===== config.mk =====
export PLATFORM = sky130hd
export DESIGN_NAME = gpea_fifo
export DESIGN_NICKNAME = d
export VERILOG_FILES = /design/src/sv/gpea_pkg.sv /design/src/sv/gpea_fifo.sv
export SDC_FILE = /design/constraint.sdc
export NUM_CORES = 1
export LEC_CHECK = 0
export BUFFER_PORTS_ARGS = -buffer_cell sky130_fd_sc_hd__clkbuf_2
export CAP_MARGIN = 20
export CORE_UTILIZATION = 45
export CTS_CLUSTER_DIAMETER = 100
export CTS_CLUSTER_SIZE = 14
export DETAILED_ROUTE_END_ITERATION = 8
export GPL_TIMING_DRIVEN = 0
export PLACE_DENSITY = 0.7
export SLEW_MARGIN = 20
export SYNTH_ARGS = -nofsm -noshare
export SYNTH_HDL_FRONTEND = slang
export SYNTH_SLANG_ARGS = --single-unit

===== constraint.sdc =====
create_clock -name clk -period 11.4 [get_ports clk]
set_clock_uncertainty 0.05 [all_clocks]
set_input_delay 0.57 -clock clk [delete_from_list [all_inputs] [get_ports clk]]
set_output_delay 0.57 -clock clk [all_outputs]
set_load 0.03 [all_outputs]

===== src/sv/gpea_pkg.sv =====
// Shared types and constants of the gated position error average unit.
package gpea_pkg;

    // Field widths.
    localparam int ROLL_W  = 17;
    localparam int POS_W   = 31;
    localparam int DIFF_W  = 32;
    localparam int LIMIT_W = 16;

    // Configuration port.
    localparam int APB_AW = 3;
    localparam int APB_DW = 32;

    // Register index, as carried in paddr[2].
    localparam logic REG_ROLL_LIMIT = 1'b0;
    localparam logic [LIMIT_W-1:0] ROLL_LIMIT_RESET = 16'd1280;

    // One classified sample on its way from the front to the back.
    typedef struct packed {
        logic                     take;
        logic signed [DIFF_W-1:0] lat_diff;
        logic signed [DIFF_W-1:0] lon_diff;
    } item_t;

endpackage


===== src/sv/gpea_fifo.sv =====
// Two-entry queue that decouples the front end from the averaging back end.
module gpea_fifo (
    input  logic            clk,
    input  logic            rst_n,
    input  logic            push,
    input  gpea_pkg::item_t push_item,
    input  logic            pop,
    output logic            q_valid,
    output logic            q_full,
    output gpea_pkg::item_t q_item
);

    localparam int DEPTH = 2;
    localparam int PTR_W = $clog2(DEPTH);
    localparam int CNT_W = $clog2(DEPTH + 1);

    gpea_pkg::item_t   entry_reg [DEPTH];
    logic [PTR_W-1:0]  wr_ptr_reg;
    logic [PTR_W-1:0]  rd_ptr_reg;
    logic [CNT_W-1:0]  count_reg;
    logic [CNT_W-1:0]  count_next;

    assign q_valid = count_reg != '0;
    assign q_full  = count_reg == CNT_W'(DEPTH);
    assign q_item  = entry_reg[rd_ptr_reg];

    // Fill level.
    always_comb
    begin
        count_next = count_reg;
        if (push && !pop)
        begin
            count_next = count_reg + CNT_W'(1);
        end
        else if (pop && !push)
        begin
            count_next = count_reg - CNT_W'(1);
        end
    end

    always_ff @(posedge clk or negedge rst_n)
    begin
        if (!rst_n)
        begin
            wr_ptr_reg <= '0;
            rd_ptr_reg <= '0;
            count_reg  <= '0;
        end
        else
        begin
            if (push)
            begin
                wr_ptr_reg <= wr_ptr_reg + PTR_W'(1);
            end
            if (pop)
            begin
                rd_ptr_reg <= rd_ptr_reg + PTR_W'(1);
            end
            count_reg <= count_next;
        end
    end

    // Entry storage.
    always_ff @(posedge clk)
    begin
        if (push)
        begin
            entry_reg[wr_ptr_reg] <= push_item;
        end
    end

endmodule


**Yosys cells after proc, flatten, opt, wreduce, memory -nomap -nowiden**

Memories as Yosys holds them, arrays and structs flattened.
Cells that the tools add are included.

- Word-level logic and storage cells: 19
- Output and inout bits: 67
- RAM bits: 130
- Register bits after elaboration: 4
- Memories kept: 1
- Input port bits: 69

Memory list:

| name | depth | bits a word | rd ports | clocked after memory_dff | write ports | line | RTL |
|---|---|---|---|---|---|---|---|
| entry_reg | 2 | 65 | 1 | 0 | 1 | gpea_fifo.sv:17 | `gpea_pkg::item_t entry_reg [DEPTH];` |

- Reduce and logical (&&, ||, !) cells: 6
- Add/subtract/negate cells: 4
- Equal/unequal tests: 1
- Muxes and demuxes: 4

Operator list:

| cell | count |
|---|---|
| $mux W2 | 2 |
| $reduce_bool A2 Y1 | 2 |
| $add A1 B1 Y1 const B | 2 |
| $add A2 B1 Y2 const B | 1 |
| $eq A2 B2 Y1 const B | 1 |
| $logic_and A1 B1 Y1 | 2 |
| $logic_not A1 Y1 | 2 |
| $mux W1 | 2 |
| $sub A2 B1 Y2 const B | 1 |

**Longest topological paths before layout**

Gate-level depths: netlist of run 1.

- Depth in word-level cells: 4
- Mapped depth: 5
- Mapped depth without buffers: 5

**Worst setup path after synthesis of run 1**

Ideal clock, no wire load.

- Path kind: input port to flip-flop
- From: input push
- To: memory entry_reg[0][0] in the netlist's numbering, enable pin
- Buffers on the path: 0
- Cell stages on the path: 1
- Arrival time: 3.427 ns
- Slack: 7.427 ns
- Data required time: 10.854 ns
- Path through: nor2b_1

- Cells in the longest elaborated chain, start to end: 2

RTL lines:

| what | line | RTL |
|---|---|---|
| start, declared | gpea_fifo.sv:5 | `input logic push,` |
| $mux W1 | gpea_fifo.sv:66 | `if (push)` |
| $mux W1 (implied by the code) | gpea_fifo.sv:68 | `entry_reg[wr_ptr_reg] <= push_item;` |
| end, declared | gpea_fifo.sv:17 |  |

Every way passes these cells.

==> summary.md, run 1 <==
| Metric | Value |
|---|---|
| Synth Register Bits | about 130 |
| Clock power frac | between 20% and 30% |
| Hold Crit Start | push_item[42] |
| Measured slew at the worst slew-check pin | about 0.39 ns |
| Clk sinks | between 100 and 150 |
| Clock Tree Buf Depth | 2 |
| CORE AREA | roughly 0.011 mm2 |
| DRC viols | 0 |
| Most common cell after layout, fill and taps aside | clkbuf_2 |
| Nets | around 450 |
| Hold Vio Cnt, Final | 0 |
| Fillers | 840 |
| Post-synthesis sequential area ratio | 79.4% |
| Synth Area per Inst | about 23 um2 |
| Most used cells in the layout excluding fill and tap cells | 135 x clkbuf_2, 130 x edfxtp_1, 40 x mux2_4, 25 x mux2_2, 16 x clkbuf_16 |
| Met2 usage | approximately a quarter |
| Cell taking the most area after synthesis | edfxtp_1 |
| # diodes | 0 |
| Synthesized cell area | approximately 0.005 mm2 |
| Top cells by area, synth | edfxtp_1 77%, mux2_4 12%, mux2_2 5.6%, dfrtp_1 2.0%, buf_6 1.1% |
| Clock root buffer | clkbuf_8 |
| Sw Share | approximately 33% |
| Max reg flops | 130 |
| Worst Setup Start Kind | flip-flop |
| Hold path cells | 1 |
| Net Count, Synth | approximately 290 |
| Crit-path max FO | 10 |
| Critical Path RT | around 11 ns |
| ANT nets after route | 0 |
| Distinct cells, synth | 14 |
| Gr usage total | 14.8% |
| Max frequency | ~0.42 GHz |
| Flop pwr share | 37.1% |
| CP Launch Point | rd_ptr_reg$_DFFE_PN0P_ |
| Power density over the cells | between 200 and 300 mW/mm2 |
| Max stage delay on crit path | about 0.38 ns |
| Non-filler cells, final | 530 |
| Post-Route WL | 7970 um |
| Most Crowded Layer GR | met2 |
| Final setup fails | 0 |
| Gate power share | between 30% and 40% |
| Syn Inst Count | roughly 220 |
| Clock transition at path regs | approximately 0.060 ns |
| Vias | 2,516 |
| Slowest CP cell | dfrtp_1 |
| Post-Route Utilization | between 60% and 70% |
| Max Cap Viol | 0 |
| Max H-tree Level | 4 |
| HP Class | in -> reg |
| DR iter-0 viols | 95 |
| CTS tree | done |
| Largest net degree at the start of global routing | 40 |
| Initial Util | between 40% and 50% |
| Share of the synthesized area in the top cell type | 77.4% |
| Inst Count DP | approximately 500 |
| Crit-path leading delay family | buffers and inverters |
| Reg-to-reg startpoint | wr_ptr_reg$_DFFE_PN0P_ |
| Post-CTS Setup Repair Bufs | 0 |
| First-pass GRT wire length | about 12,000 um |
| Leakage | approximately 2.7 nW |
| CTS Buf Count | 17 |
| Die Area | about 0.012 mm2 |
| Drt wl/cell | ~15 um |
| Net Sw Power | 613 uW |
| RSZ-0062 raised after global routing | no |
| Critical R2R Capture | entry_reg[1][11]$_DFFE_PP_ |
| Row Count | 38 |
| Hold Path Sink | entry_reg[0][42]$_DFFE_PP_ |
| Rel. slew slack | between 70% and 80% |
| Layout area overhead | 30.0% |
| Vias/cell | 4.75 |
| Die Y | about 110 um |
| Die Wd | approximately 110 um |
| Max IR drop VDD | approximately 200 uV |
| Vias in the first global route | 2,585 |
| Endpoint class of the critical path | output port |
| CP Buf/Inv Count | 3 |
| Worst setup path category | reg -> out |
| Clock latency on the worst-skew pair | roughly 0.50 ns |
| Internal power | about 1.2 mW |
| Port-buffer cells | 135 |
| Met1 global-route usage | between 15 and 20% |
| R2R setup slack | 9.87 ns |
| IO Pins | roughly 140 |
| Status | finished clean |
| Routability cong. | roughly 0.67 |
| Gr ovfl total | 0 |
| Dpl hpwl | roughly 5300 um |
| Instance count on the critical path | 4 |
| Warning count from the yosys run | 0 |
| DRT Pass-1 Iters | 4 |
| Initial antenna violation count | 0 |
| R2R cell count | 2 |
| Met3 Usage GRT | 6.90% |
| Worst-path cell chain | buf_6 > buf_6 > mux2_4 > clkbuf_2 |
| Max-slew violations | 0 |
| Final Cycle Share | between 20% and 30% |
| Fin crit period | around 2.4 ns |
| CP most frequent cell | buf_6 |
| WP data arrival | roughly 1.8 ns |
| Final TNS setup | 0 ns |
| Layout cell share with drive strength beyond 1 | 62.3% |
[synth_stat cells]
cell type    n
mux2_4      40
and2_1       1
buf_6        5
nor2_1       1
inv_1        1
or2_2        1
nor2b_1      2
xor2_1       4
buf_2        2
edfxtp_1   130
xnor2_1      1
ha_1         1
dfrtp_1      4
mux2_2      25
[how the worst max path moves through the flow]
stage | slack [ns] | end
3_3_place_gp | 5.59 | entry_reg[0][21]$_DFFE_PP_
2_1_floorplan | 7.43 | entry_reg[0][0]$_DFFE_PP_
5_1_grt | 8.92 | q_item[30]
4_1_cts | 8.96 | q_item[22]
3_5_place_dp | 9.51 | q_item[22]
6_report | 9.01 | q_item[22]
[metal layers]
metal | vias up | wire length (um)
met5 | - | 0
met4 | 0 | 94
met3 | 11 | 662
met2 | 99 | 3990
met1 | 1222 | 3220
li1 | 1184 | -
[worst reg2reg max path, delay by kind of cell (launching register included)]
kind / cells / cell delay [ns]
flip-flops: 1 / 0.42
buffers and inverters: 1 / 0.29
AND/OR/NAND/NOR: 1 / 0.42
[kinds of logic (layout without fill, tap and decap cells)]
family        Yosys count  after routing  share of synthesized area [%]
xor+xnor                5              5                          0.869
fa+ha+maj               1              1                          0.248
buf+inv                 8            180                           1.39
flops                 134            134                           79.4
mux                    65             65                           17.5
simple gates            5              5                          0.571
[what timing repair did]
item / 4_1_cts / 5_1_grt
hold buffers: 1 / 0
endpoints found under the hold margin: 4 / 0
gates resized for setup: 0 / 0
[area by class of cell]
| class | instances | area (um2) | share of cell area (%) |
|---|---|---|---|
| plain buffers | 7 | 66.3 | 1.01 |
| clock buffers | 18 | 418 | 6.38 |
| clock inverters | 14 | 136 | 2.08 |
| inverters | 1 | 3.75 | 0.0573 |
| multi-input cells | 76 | 977 | 14.9 |
| flip-flops and latches | 134 | 4000 | 61.1 |
| well taps | 140 | 175 | 2.67 |
| repair buffers | 140 | 773 | 11.8 |
[stage by stage]
step	area [um2]	power, mW	hold WS, ns	setup slack, ns
6_report	6550	1.83	0.200	9.01
5_1_grt	6550	1.91	0.170	8.92
4_1_cts	6550	1.86	0.172	8.96
3_5_place_dp	5990	1.35	0.332	9.51
3_3_place_gp	5890	1.34	0.328	5.59
2_1_floorplan	5040	1.18	0.224	7.43
[power groups by stage]
| stage | clock network [mW] | registers, mW | logic, mW |
|---|---|---|---|
| 2_1_floorplan | 0 | 0.690 | 0.491 |
| 3_3_place_gp | 0 | 0.698 | 0.637 |
| 3_5_place_dp | 0 | 0.690 | 0.663 |
| 4_1_cts | 0.511 | 0.681 | 0.665 |
| 5_1_grt | 0.531 | 0.688 | 0.693 |
| 6_report | 0.501 | 0.679 | 0.652 |
No activity file was read; power rests on OpenSTA's default activity.
==> inputs of run 2 (changes only) <==
--- a/config.mk
+++ b/config.mk
@@ -5,6 +5,7 @@
 export SDC_FILE = /design/constraint.sdc
 export NUM_CORES = 1
 export LEC_CHECK = 0
+export ABC_AREA = 1
 export BUFFER_PORTS_ARGS = -buffer_cell sky130_fd_sc_hd__clkbuf_2
 export CAP_MARGIN = 20
 export CORE_UTILIZATION = 45
==> constraint.sdc (replaced) <==
create_clock -name clk -period 2.25 [get_ports clk]
set_clock_uncertainty 0.05 [all_clocks]
set_input_delay 0.1125 -clock clk [delete_from_list [all_inputs] [get_ports clk]]
set_output_delay 0.1125 -clock clk [all_outputs]
set_load 0.03 [all_outputs]
==> summary.md, run 2 <==
| Metric | Value |
|---|---|
| Clock root buffer | clkbuf_8 |
| Final TNS setup | 0 ns |
| CP Buf/Inv Count | 3 |
| CP most frequent cell | buf_6 |
| # diodes | 0 |
| Final Cell Area | approximately 0.0073 mm2 |
| Drt wl/cell | between 10 and 15 um |
| Crit-path max FO | 10 |
| Clk sinks | around 130 |
| Inst Count DP | 505 |
| Hold Path Sink | entry_reg[0][19]$_DFFE_PP_ |
| WP data arrival | 1.78 ns |
| Initial Util | between 40% and 50% |
| Rel. slew slack | between 50% and 60% |
| Fin crit period | ~1.9 ns |
| Post-Route Utilization | 66.6% |
| CTS tree | done |
| Post-Route WL | 8690 um |
| Met1 global-route usage | between 15 and 20% |
| Vias/cell | 4.65 |
| Overall power | around 9.5 mW |
| Port-buffer cells | around 140 |
| Max frequency | 0.514 GHz |
| Placement Setup Slack | between 0.5 and 0.6 ns |
| Max Cap Viol | 0 |
| Post-cts sizing count | 0 |
| Instance count on the critical path | 4 |
| IO Pins | 136 |
| HP Class | in -> reg |
| Reg-to-reg startpoint | wr_ptr_reg$_DFFE_PN0P_ |
| Met2 usage | roughly a quarter |
| Vias | 2,815 |
| Post-synth top cells | 130 x edfxtp_1, 40 x mux2_4, 25 x mux2_2, 7 x inv_1, 6 x nand2_1 |
| Syn Inst Count | ~230 |
| Fin Hold WS | about 0.28 ns |
| R2R setup slack | around 0.60 ns |
| Slowest CP cell | dfrtp_1 |
| Net Count, Synth | 297 |
| Gr ovfl total | 0 |
| Hold Vio Cnt, Final | 0 |
| Max-slew violations | 0 |
| Row Count | 38 |
| DRC viols | 0 |
| Post-DP Area | roughly 0.006 mm2 |
| Die Area | 0.0117 mm2 |
| Nets | around 520 |
| Warning count from the yosys run | 0 |
| Met3 Usage GRT | approximately 5.5% |
| R2R cell count | 2 |
| Worst setup path category | reg -> out |
| Non-filler cells, final | 605 |
| Crit-path leading delay family | buffers and inverters |
| Max H-tree Level | 4 |
| Hold Crit Start | push_item[19] |
| Max stage delay on crit path | 0.38 ns |
| Routability cong. | roughly 0.68 |
| Final Cycle Share | between 80% and 90% |
| Clock transition at path regs | ~0.06 ns |
| Post-synthesis sequential area ratio | 79.1% |
| Initial antenna violation count | 0 |
| Most used cells in the layout excluding fill and tap cells | 135 x clkbuf_2, 130 x edfxtp_1, 69 x dlygate4sd3_1, 40 x mux2_4, 25 x mux2_2 |
| Layout cell share with drive strength beyond 1 | 51.6% |
| Leakage | 2.96 nW |
| Power density over the cells | 1310 mW/mm2 |
| ANT nets after route | 0 |
| Die Wd | roughly 110 um |
| Number of flops mapped to enable cells by yosys | 130 |
| Synthesized cell area | 0.00506 mm2 |
| Most used DFF post-synth | edfxtp_1 |
| Clock Tree Buf Depth | 2 |
| Most Crowded Layer GR | met2 |
| Status | finished clean |
| RSZ-0062 raised after global routing | no |
| Synth Register Bits | 134 |
| Setup ws final | 0.306 ns |
| Gr usage total | 15.9% |
| Vias in the first global route | 2,896 |
| Die Y | 108 um |
| DR iter-0 viols | around 120 |
| Share of the synthesized area in the top cell type | 77.2% |
| CTS Buf Count | 17 |
| Critical Path RT | around 2.1 ns |
| Cell taking the most area after synthesis | edfxtp_1 |
| DRT Pass-1 Iters | 4 |
| Largest net degree at the start of global routing | 41 |
| Critical R2R Capture | entry_reg[0][28]$_DFFE_PP_ |
| Max reg flops | 130 |
| Clock latency on the worst-skew pair | approximately 0.5 ns |
| Measured slew at the worst slew-check pin | between 0.6 and 0.7 ns |
| Synth async-reset ratio | approximately 3.0% |
| Post-CTS Hold Buffers | roughly 70 |
| First-pass GRT wire length | 13,400 um |
| Final setup fails | 0 |
| CORE AREA | 0.0109 mm2 |
| Hold path cells | 2 |
| Most common cell after layout, fill and taps aside | clkbuf_2 |
| Distinct cells, synth | 14 |
| Top cells by area, synth | edfxtp_1 77%, mux2_4 12%, mux2_2 5.6%, dfrtp_1 2.0%, buf_6 1.1% |
| Synth Area per Inst | about 22 um2 |
| Layout area overhead | 43.4% |
| Worst-path cell chain | buf_6 > buf_6 > mux2_4 > clkbuf_2 |
| Endpoint class of the critical path | output port |
| Dpl hpwl | between 5000 and 6000 um |
| Fillers | roughly 750 |
| Post-CTS Setup Repair Bufs | 0 |
| Worst Setup Start Kind | flip-flop |
| Max IR drop VDD | between 700 and 800 uV |
| Count leader, synth | edfxtp_1 |
==> run 2: worst max-delay path by stage <==
stage	start	endpoint
finish	rd_ptr_reg$_DFFE_PN0P_	q_item[22]
global route	rd_ptr_reg$_DFFE_PN0P_	q_item[27]
CTS	rd_ptr_reg$_DFFE_PN0P_	q_item[7]
detailed placement	wr_ptr_reg$_DFFE_PN0P_	entry_reg[0][37]$_DFFE_PP_
global placement	wr_ptr_reg$_DFFE_PN0P_	entry_reg[1][17]$_DFFE_PP_
floorplan	wr_ptr_reg$_DFFE_PN0P_	entry_reg[1][0]$_DFFE_PP_
==> run 2: cell families after synthesis <==
group                      share of synthesized area, %
and+or+nand+nor                                   0.816
DFF                                                79.1
muxes                                              17.4
adders and majority gates                         0.247
xor gates and xnor gates                          0.520
buffers and inverters                              1.83
==> run 2: power by group <==
part | internal, mW | total (mW) | switching, mW
sequential | 3.31 | 3.44 | 0.131
combinational | 1.35 | 3.40 | 2.04
clock | 1.67 | 2.64 | 0.968
total | 6.34 | 9.48 | 3.14
==> run 2: cell type report <==
cell class / instances / area, um2 / share of cell area, %
multi-input combinational: 79 / 970 / 13.4
sequential: 134 / 4000 / 55.2
buffer: 7 / 66.3 / 0.914
clock inverter: 13 / 158 / 2.17
timing repair buffer: 207 / 1430 / 19.8
clock buffer: 18 / 418 / 5.76
inverter: 7 / 28.8 / 0.397
tap: 140 / 175 / 2.42
==> run 2: routing by layer <==
layer	up-vias	wire length [um]
li1	1341	-
met1	1354	3540
met2	106	4430
met3	14	615
met4	0	109
met5	-	0
