==> src/sv/gpea_pkg.sv <==
// Shared types and constants of the gated position error average unit.
package gpea_pkg;

    // Field widths.
    localparam int ROLL_W  = 17;
    localparam int POS_W   = 31;
    localparam int DIFF_W  = 32;
    localparam int LIMIT_W = 16;

    // Configuration port.
    localparam int APB_AW = 3;
    localparam int APB_DW = 32;

    // Register index, as carried in paddr[2].
    localparam logic REG_ROLL_LIMIT = 1'b0;
    localparam logic [LIMIT_W-1:0] ROLL_LIMIT_RESET = 16'd1280;

    // One classified sample on its way from the front to the back.
    typedef struct packed {
        logic                     take;
        logic signed [DIFF_W-1:0] lat_diff;
        logic signed [DIFF_W-1:0] lon_diff;
    } item_t;

endpackage

==> src/sv/gpea_front.sv <==
// Front end: accepts samples, gates them on roll and forms the position differences.
module gpea_front (
    input  logic                                clk,
    input  logic                                rst_n,
    input  logic                                in_valid,
    output logic                                in_stall,
    input  logic signed [gpea_pkg::ROLL_W-1:0]  roll_angle,
    input  logic signed [gpea_pkg::POS_W-1:0]   ins_latitude,
    input  logic signed [gpea_pkg::POS_W-1:0]   ins_longitude,
    input  logic signed [gpea_pkg::POS_W-1:0]   gps_latitude,
    input  logic signed [gpea_pkg::POS_W-1:0]   gps_longitude,
    input  logic [gpea_pkg::LIMIT_W-1:0]        roll_limit,
    input  logic                                q_full,
    output logic                                push,
    output gpea_pkg::item_t                     push_item
);

    logic                                 stage_valid_reg;
    logic                                 stage_valid_next;
    gpea_pkg::item_t                      stage_reg;
    gpea_pkg::item_t                      stage_next;
    logic                                 accept;
    logic [gpea_pkg::ROLL_W-1:0]          roll_bits;
    logic [gpea_pkg::ROLL_W-1:0]          roll_mag;

    // The stage holds one classified transaction until the queue takes it.
    assign in_stall  = stage_valid_reg && q_full;
    assign accept    = in_valid && !in_stall;
    assign push      = stage_valid_reg && !q_full;
    assign push_item = stage_reg;

    // Roll magnitude; the most negative roll maps to 2^16, above any limit.
    assign roll_bits = roll_angle;
    assign roll_mag  = roll_bits[gpea_pkg::ROLL_W-1] ? (~roll_bits + gpea_pkg::ROLL_W'(1))
                                                     : roll_bits;

    // Classification and differences, inertial minus GPS.
    always_comb
    begin
        stage_next.take     = roll_mag <= gpea_pkg::ROLL_W'(roll_limit);
        stage_next.lat_diff = {ins_latitude[gpea_pkg::POS_W-1], ins_latitude}
                            - {gps_latitude[gpea_pkg::POS_W-1], gps_latitude};
        stage_next.lon_diff = {ins_longitude[gpea_pkg::POS_W-1], ins_longitude}
                            - {gps_longitude[gpea_pkg::POS_W-1], gps_longitude};
    end

    // Stage occupancy.
    always_comb
    begin
        if (accept)
        begin
            stage_valid_next = 1'b1;
        end
        else if (push)
        begin
            stage_valid_next = 1'b0;
        end
        else
        begin
            stage_valid_next = stage_valid_reg;
        end
    end

    always_ff @(posedge clk or negedge rst_n)
    begin
        if (!rst_n)
        begin
            stage_valid_reg <= 1'b0;
        end
        else
        begin
            stage_valid_reg <= stage_valid_next;
        end
    end

    // Stage payload.
    always_ff @(posedge clk)
    begin
        if (accept)
        begin
            stage_reg <= stage_next;
        end
    end

endmodule

==> config.mk <==
export PLATFORM = sky130hd
export DESIGN_NAME = gpea_front
export DESIGN_NICKNAME = d
export VERILOG_FILES = /design/src/sv/gpea_pkg.sv /design/src/sv/gpea_front.sv
export SDC_FILE = /design/constraint.sdc
export NUM_CORES = 1
export LEC_CHECK = 0
export ABC_CLOCK_PERIOD_IN_PS = 6800
export BUFFER_PORTS_ARGS = -buffer_cell sky130_fd_sc_hd__buf_2
export CAP_MARGIN = 15
export CORE_UTILIZATION = 55
export DETAILED_ROUTE_END_ITERATION = 8
export GPL_TIMING_DRIVEN = 1
export PLACE_DENSITY = 0.95
export SLEW_MARGIN = 20
export SYNTH_ARGS = -nofsm -noshare
export SYNTH_HDL_FRONTEND = slang
export SYNTH_SLANG_ARGS = --single-unit
==> constraint.sdc <==
create_clock -name clk -period 6.8 [get_ports clk]
set_input_delay 0.68 -clock clk [delete_from_list [all_inputs] [get_ports clk]]
set_output_delay 0.68 -clock clk [all_outputs]
set_load 0.02 [all_outputs]
# Yosys cells after proc, flatten, opt, wreduce, memory -nomap -nowiden
# Cells that the tools add are included.
# Widths: inputs -> output; s select.
dict set report op_classes {
  n_addsub 3
  mux 3
  n_lt_le_gt_ge 1
  n_bitwise 1
  reduce_logical 6
}
# operator count
set ops {}
lappend ops {{$sub 31x31->32} 2}
lappend ops {{$add 17x1->17 const B} 1}
lappend ops {{$le 17x16->1} 1}
lappend ops {{$mux 17} 1}
lappend ops {{$not 17->17} 1}
lappend ops {{$logic_and 1x1->1} 3}
lappend ops {{$logic_not 1->1} 2}
lappend ops {{$mux 1} 2}
lappend ops {{$reduce_bool 2->1} 1}
dict set report word_totals {
  regBits 66
  input_bits 161
  output_inout_bits 67
}

# Logic depth before layout (Yosys ltp)
# Gate-level depths: netlist of run 1.
dict set report depth {
  depth_word 4
  depth_mapped 15
  ltp_nobuf 15
}

# Worst setup path after synthesis of run 1
# No wires, ideal clock.
dict set report synth_path {
  path_kind {input to register}
  startpoint {in q_full}
  endpoint {reg stage_reg, in the netlist push_item[0], enable pin}
  n_path_buf 0
  arrival_ps 3815
  stages 2
  path_slack_ps 2491
  path_cell_list {and2_1 nor2b_1}
}
dict set report synth_between {
  elab_chain_len 3
}
# item line_no
set synth_lines {}
lappend synth_lines {{from (decl)} gpea_front.sv:13} ;# input logic q_full,
lappend synth_lines {{$logic_and 1x1->1} gpea_front.sv:27} ;# assign in_stall = stage_valid_reg && q_full;
lappend synth_lines {{$logic_not 1->1} gpea_front.sv:28} ;# assign accept = in_valid && !in_stall;
lappend synth_lines {{$logic_and 1x1->1} gpea_front.sv:28}
lappend synth_lines {{net accept} gpea_front.sv:22} ;# logic accept;
lappend synth_lines {{to (signal assigned)} gpea_front.sv:81} ;# stage_reg <= stage_next;
lappend synth_lines {{to (decl)} gpea_front.sv:20} ;# gpea_pkg::item_t stage_reg;
# The timed path passes the listed nets, and every way through them passes these cells.
# A chain may end at the register's enable or synchronous reset.

==> key figures, run 1 <==
Status
  – Status: complete, no violations

Synthesis
  – Yosys warning total: 0
  – Number of library cell types mapped by synthesis: 60
  – Primary FF master, synth: edfxtp_1
  – Async SR Flop Fraction: 1.52%
  – Post-Syn Area: 6040 µm²
  – Cells after Synth: 656
  – Synthesized area per cell: 9.20 µm²
  – #FFs+latches synth: 66
  – Post-synth EDFFs: 65
  – Syn Nets: 898
  – Post-synthesis sequential area ratio: 32.7%

Global route
  – Vias in the first global route: 5409
  – Initial antenna violation count: 0
  – First-pass GRT wire length: 23100 µm
  – GRT Residual Overflow: 0
  – Overall routing resource usage: 25.0%
  – Largest net degree at the start of global routing: 66

STA
  – Minimum clock period: 2960 ps
  – RSZ-0062 raised after global routing: false
  – Clock Skews: 8.08 ps
  – Slew Viols, Final: 0
  – Slew headroom: 44.2%
  – FMAX: 0.338 GHz
  – WHS: 100 ps
  – Setup TNS: 0 ps
  – Endpoints failing setup: 0
  – Final period util: 43.6%
  – Setup ws final: 3840 ps
  – Worst Tran Pin Value: 838 ps
  – Fin. Hold Viols: 0

Floorplan
  – Boundary Pins: 228
  – Die H: 107 µm
  – Core area: 10500 µm²
  – Row count: 37
  – Chip width: 107 µm
  – Die ar.: 11400 µm²
  – Initial Util: 57.7%

Detailed routing
  – Total routed wirelength: 14400 µm
  – Overall via count from detail_route: 5638
  – DRC Markers: 0
  – DR vias/cell: 5.48
  – Detail Route Antenna Nets: 0
  – Routed WL per cell: 14.0 µm
  – 1st-pass router iterations: 6
  – Initial DRC Count: 251

Finish
  – Design Area, Final: 7540 µm²
  – Register area: 1980 µm²
  – P&R area growth vs syn: 24.9%
  – Layout fillers: 821
  – Antenna diode count: 0
  – Max reg flops: 65
  – Layout cell share with drive strength beyond 1: 28.8%
  – Final Net Count: 1129
  – Area of the multi-input gates: 3680 µm²

Worst setup path
  – Startpoint types: input port
  – CP Depth: 16
  – Delay-heaviest family, CP: compound AO/OA/AOI/OAI gates
  – Max FO, Critical Path: 4
  – Worst reg2reg path depth: 3
  – Crit end category: flop
  – R2r endpoint: push_item[18]
  – Worst path most repeated cell: a21oi_1
  – Flop2flop setup slack: 5080 ps
  – Required @ worst endpoint: 6990 ps
  – Max incr delay on CP: 340 ps
  – Setup CP Type: in -> reg
  – Max stage delay cell, worst path: or3_1
  – Reg-to-reg startpoint: stage_valid_reg
  – Worst Setup SP: roll_angle[0]
  – CP Cell Sequence: buf_2, inv_1, ha_1, nand2_1, or3_1, nand2b_1, o21ai_0, xnor2_1, ha_1, a21o_1, a21o_1, a21oi_1, o21ai_0, a21oi_1, a31oi_1, a21oi_1
  – CP arrival: 3150 ps
  – Worst Setup EP: push_item[64]
  – CP Buf/Inv Count: 2

Power
  – PwrDens: 189 nW/µm²
  – P_leak: 3.85 nW
  – Combinational fraction of design power: 37.5%
  – Max IR drop VDD: 0.119 mV
  – P_int: 0.947 mW
  – Sw frac: 33.5%
  – NetSw: 0.478 mW
  – Clock network fraction of total power: 25.6%
  – Flop pwr share: 36.9%

Clock network
  – # hold bufs at CTS: 0
  – CTS max path bufs: 2
  – Post-CTS Resized: 0
  – Clk_lat worst skew: 340 ps
  – Num CTS Buffers: 9
  – Post-CTS Setup Inserts: 0
  – CTS tree: built
  – CTS sink cnt: 66
  – CTS clock-pin slew for the worst setup and hold paths: 80 ps
  – Root Buffer: clkbuf_8
  – Number of H-tree levels: 3

Placement
  – I/O Buffers: 227
  – Worst slack, placed: 3500 ps
  – Post-DP HPWL: 11800 µm
  – Final Wtd Congestion: 0.876
  – Placement Cell Area: 7330 µm²

Flow run
  – Max Cap Violations: 0

Hold path
  – Min-delay worst type: in -> async
==> kinds of logic after synthesis <==
| kind of cell | count (synthesis) | share of synthesized area (%) |
|---|---|---|
| muxes | 1 | 0.166 |
| DFF | 66 | 32.7 |
| AOI/OAI and AO/OA | 195 | 22.5 |
| adders and majority gates | 81 | 17.0 |
| and+or+nand+nor | 145 | 11.6 |
| buffers and inverters | 102 | 6.36 |
| xor gates and xnor gates | 66 | 9.57 |
==> how the worst min path moves through the flow <==
stage	endpoint	from	slack, ps
6_report	stage_valid_reg	rst_n	100
5_1_grt	stage_valid_reg	rst_n	90
4_1_cts	stage_valid_reg	rst_n	90
3_5_place_dp	stage_valid_reg	rst_n	460
3_3_place_gp	stage_valid_reg	rst_n	450
2_1_floorplan	stage_valid_reg	rst_n	380
==> per-stage QoR <==
stage	util, %	total power [mW]	std cells
floorplan	-	0.905	656
global placement	70.0	1.05	1012
detailed placement	70.0	1.06	1012
CTS	72.1	1.42	1028
global route	72.1	1.50	1028
finish	72.1	1.42	1028
==> cells in the mapped netlist (all sizes together), types with 3 or more instances <==
master  count  area (µm²)
nand2b     11        68.8
xor2       22         193
xnor2      44         385
ha         79         988
clkbuf      7        26.3
o211ai      8        65.1
and3        5        31.3
o41ai       3        26.3
a221oi      3        38.8
inv        94         353
o31ai       9        67.6
a31oi      11        83.8
a21oi      51         263
edfxtp     65        1950
a211oi      5        37.5
a211o       3        26.3
o21ai      25         136
nor3        5        25.0
nand4      10        62.6
a21o       40         300
o21a        6        45.0
and2        4        25.0
and4        3        26.3
o21bai      9        67.6
nand3      12        60.1
nor2       33         124
nor2b      10        62.6
nand2      45         169
a21boi      3        22.5
==> metal layers <==
layer	vias to the layer above	wire length (µm)	track usage, %
li1	2839	-	-
met2	216	7370	47.0
met5	-	0	0
met4	0	441	10.3
met3	38	740	2.98
met1	2545	5820	28.5
==> power groups by stage <==
stage               combinational (mW)  clock (mW)  sequential, mW
finish                           0.534       0.364           0.526
global route                     0.588       0.382           0.530
CTS                              0.532       0.366           0.527
detailed placement               0.529           0           0.536
global placement                 0.513           0           0.533
floorplan                        0.311           0           0.594
==> placed cells by master (no fill, tap or decap), types with 3 or more instances in the layout <==
master,n
nor2b_1,9
o21bai_1,9
nor2_1,33
a21oi_1,49
nand2_1,45
nand3_1,12
a21o_1,40
o211ai_1,7
o21ai_2,3
nand2b_1,11
a211o_1,3
ha_1,79
o21ai_0,21
o41ai_1,3
a21boi_1,3
and2_1,4
edfxtp_1,65
xnor2_1,44
buf_2,227
o31ai_1,9
inv_1,94
xor2_1,22
clkbuf_8,9
a31oi_1,10
and4_1,3
a211oi_1,5
and3_1,5
nor3_1,5
nand4_1,10
o21a_1,6
==> cell type report <==
type                       instances  share of cell area, %
multi-input combinational        488                   48.8
sequential                        66                   26.2
timing repair buffer             228                   15.2
inverter                          94                   4.68
tap                              136                   2.26
clock buffer                       9                   1.64
clock inverter                     7                   1.23
==> worst reg2reg max path, delay by kind of cell (launching register included) <==
kind,cells,cell delay (ps)
buffers and inverters,1,650
AND/OR/NAND/NOR,2,280
flip-flops,1,380
Power figures use the tool's default switching activity.
==> run 2, diff against run 1 <==
--- a/config.mk
+++ b/config.mk
@@ -5,13 +5,13 @@
 export SDC_FILE = /design/constraint.sdc
 export NUM_CORES = 1
 export LEC_CHECK = 0
-export ABC_CLOCK_PERIOD_IN_PS = 6800
+export ABC_CLOCK_PERIOD_IN_PS = 2600
 export BUFFER_PORTS_ARGS = -buffer_cell sky130_fd_sc_hd__buf_2
 export CAP_MARGIN = 15
-export CORE_UTILIZATION = 55
+export CORE_UTILIZATION = 46
 export DETAILED_ROUTE_END_ITERATION = 8
 export GPL_TIMING_DRIVEN = 1
-export PLACE_DENSITY = 0.95
+export PLACE_DENSITY = 0.9
 export SLEW_MARGIN = 20
 export SYNTH_ARGS = -nofsm -noshare
 export SYNTH_HDL_FRONTEND = slang
==> constraint.sdc (replaced) <==
create_clock -name clk -period 2.6 [get_ports clk]
set_input_delay 0.26 -clock clk [delete_from_list [all_inputs] [get_ports clk]]
set_output_delay 0.26 -clock clk [all_outputs]
set_load 0.02 [all_outputs]
==> run 2 against run 1 <==
Effect of this change:
- via count is 2.5% higher
- count of clock-buffer cells in the layout is the same
- hold slack gained 58 ps
- sequential power grew to 2.6 times the previous value
- setup slack worse by 3700 ps
- register-to-register slack lost 3900 ps
- non-clock buffer count grew 32
- power grew to 2.9 times the previous value
- clock power increased to 3.6 times the previous value
==> key figures, run 2 (synthesis results as in run 1) <==
Finish
  – Design Area, Final: 7980 µm² (+5.8%)
  – P&R area growth vs syn: 32.1%
  – Antenna diode count: 0 (unchanged)
  – Final Net Count: 1161 (+2.8%)
  – Most frequent cells in the layout: buf_2 (227), inv_1 (94), ha_1 (79)
  – Layout cell share with drive strength beyond 1: 31.7% (+2.9 points)
  – Max reg flops: 65 (unchanged)
  – Commonest non-fill, non-tap cell in the layout: buf_2
  – Finished Layout Cells: 1096 (+6.6%)

Detailed routing
  – Detail Route Antenna Nets: 0 (unchanged)
  – DRC Markers: 0 (unchanged)
  – Total routed wirelength: 15400 µm (+7.3%)
  – 1st-pass router iterations: 5 (-1)
  – Routed WL per cell: 14.1 µm (+0.68%)
  – DR vias/cell: 5.27 (-3.8%)
  – Overall via count from detail_route: 5781 (+2.5%)
  – Initial DRC Count: 320 (+27%)

Worst setup path
  – Required @ worst endpoint: 2680 ps (-4310 ps)
  – Crit end category: flop
  – CP Buf/Inv Count: 2 (unchanged)
  – Setup CP Type: in -> reg
  – Startpoint types: input port
  – Delay-heaviest family, CP: compound AO/OA/AOI/OAI gates
  – CP Depth: 12 (-4)
  – CP Cell Sequence: buf_2, inv_1, ha_1, fa_1, nor2b_1, o2111ai_1, a21oi_1, o211ai_1, a21boi_2, a311oi_2, o21bai_1, xor2_1
  – CP arrival: 2520 ps (-630 ps)
  – Max FO, Critical Path: 3 (-1)
  – Max stage delay cell, worst path: fa_1
  – Worst reg2reg path depth: 3 (unchanged)
  – R2r endpoint: push_item[10]
  – Max incr delay on CP: 400 ps (+60 ps)
  – Worst Setup SP: ins_longitude[0]
  – Reg-to-reg startpoint: stage_valid_reg
  – Flop2flop setup slack: 1160 ps (-3920 ps)
  – Worst Setup EP: push_item[26]

STA
  – FMAX: 0.410 GHz
  – Clock Skews: 9.54 ps (+1.45 ps)
  – Worst Tran Pin Value: 504 ps (-333 ps)
  – Final period util: 93.8%
  – Fin. Hold Viols: 0 (unchanged)
  – Slew Viols, Final: 0 (unchanged)
  – Minimum clock period: 2440 ps
  – WHS: 158 ps (+57.5 ps)
  – Slew headroom: 65.5% (+21 points)
  – RSZ-0062 raised after global routing: false
  – Endpoints failing setup: 0 (unchanged)

Floorplan
  – Initial Util: 47.5% (-10 points)
  – Row count: 41 (+11%)
  – Die ar.: 13600 µm² (+19%)
  – Chip width: 117 µm (+9.2%)
  – Die H: 117 µm (+9.2%)
  – Boundary Pins: 228 (unchanged)
  – Core area: 12700 µm² (+22%)

Global route
  – Busiest grt layer: met2
  – Initial antenna violation count: 0 (unchanged)
  – M3 GR Usage: 3.74% (+0.76 points)
  – GRT met2 Usage: 42.9% (-4.1 points)
  – Vias in the first global route: 5426 (+0.31%)
  – GRT Residual Overflow: 0 (unchanged)
  – First-pass GRT wire length: 24400 µm (+5.9%)
  – Largest net degree at the start of global routing: 66 (unchanged)
  – Overall routing resource usage: 23.0% (-2.1 points)
  – GR Util met1: 26.0% (-2.6 points)

Power
  – P_leak: 4.08 nW (+5.8%)
  – P_int: 2.84 mW (+200%)
  – Flop pwr share: 33.0% (-3.9 points)
  – PwrDens: 523 nW/µm² (+180%)
  – NetSw: 1.34 mW (+180%)
  – Tot Pwr: 4.18 mW (+190%)
  – Combinational fraction of design power: 35.3% (-2.2 points)
  – Sw frac: 32.0% (-1.5 points)
  – Max IR drop VDD: 0.262 mV (+120%)
  – Clock network fraction of total power: 31.7% (+6.1 points)

Clock network
  – Clk_lat worst skew: 330 ps (about the same)
  – Num CTS Buffers: 9 (unchanged)
  – CTS max path bufs: 2 (unchanged)
  – CTS clock-pin slew for the worst setup and hold paths: 60 ps (-20 ps)
  – Number of H-tree levels: 3 (unchanged)
  – CTS sink cnt: 66 (unchanged)
  – Root Buffer: clkbuf_16
  – CTS tree: built

Hold path
  – Hold path depth: 2
  – Min-delay worst type: in -> reg

Placement
  – Placed cells: 1079 (+6.6%)
  – Post-DP HPWL: 12600 µm (+6.6%)
  – Placement Cell Area: 7620 µm² (+4.0%)
  – Final Wtd Congestion: 0.897 (+2.4%)
  – I/O Buffers: 227 (unchanged)

Flow run
  – Max Cap Violations: 0 (unchanged)

Status
  – Status: complete, no violations
## run 2: final cells by class
type / count / area [µm²]
timing repair buffer: 260 / 1400
sequential: 66 / 1980
tap: 172 / 215
multi-input combinational: 488 / 3710
fill: 1030 / 4740
clock inverter: 7 / 103
inverter: 94 / 353
clock buffer: 9 / 225
## run 2: metrics by stage
stage	worst slack, ps	util (%)	setup TNS [ps]
final	162	62.7	0
after global routing	12.2	62.7	0
after CTS	127	62.5	0
after detailed placement	-207	59.9	-1010
after global placement	-114	59.9	-425
after floorplan	93.9	-	0
## run 2: power by group through the flow
stage | Combinational (mW) | Clock, mW | Sequential, mW
global placement | 1.41 | 0 | 1.40
detailed placement | 1.45 | 0 | 1.40
floorplan | 0.815 | 0 | 1.55
global route | 1.63 | 1.39 | 1.39
finish | 1.48 | 1.32 | 1.38
CTS | 1.47 | 1.33 | 1.38
## run 2: what timing repair did
| item | in CTS | in global routing |
|---|---|---|
| hold buffers | 1 | 0 |
| setup endpoints to repair | 0 | 3 |
| hold endpoints to repair | 1 | 0 |
| buffers inserted | 0 | 0 |
| resized for setup | 0 | 5 |
## run 2: how the worst min path moves through the flow
stage | from | to
global placement | rst_n | stage_valid_reg
global route | in_valid | stage_valid_reg
finish | in_valid | stage_valid_reg
floorplan | rst_n | stage_valid_reg
detailed placement | rst_n | stage_valid_reg
CTS | in_valid | stage_valid_reg
## run 2: per-layer routing
metal / part of all wire (%) / vias up / wire, µm
li1: - / 2898 / -
met1: 41 / 2652 / 6300
met2: 52 / 198 / 8070
met3: 4.1 / 33 / 634
met4: 2.7 / 0 / 420
met5: 0 / - / 0
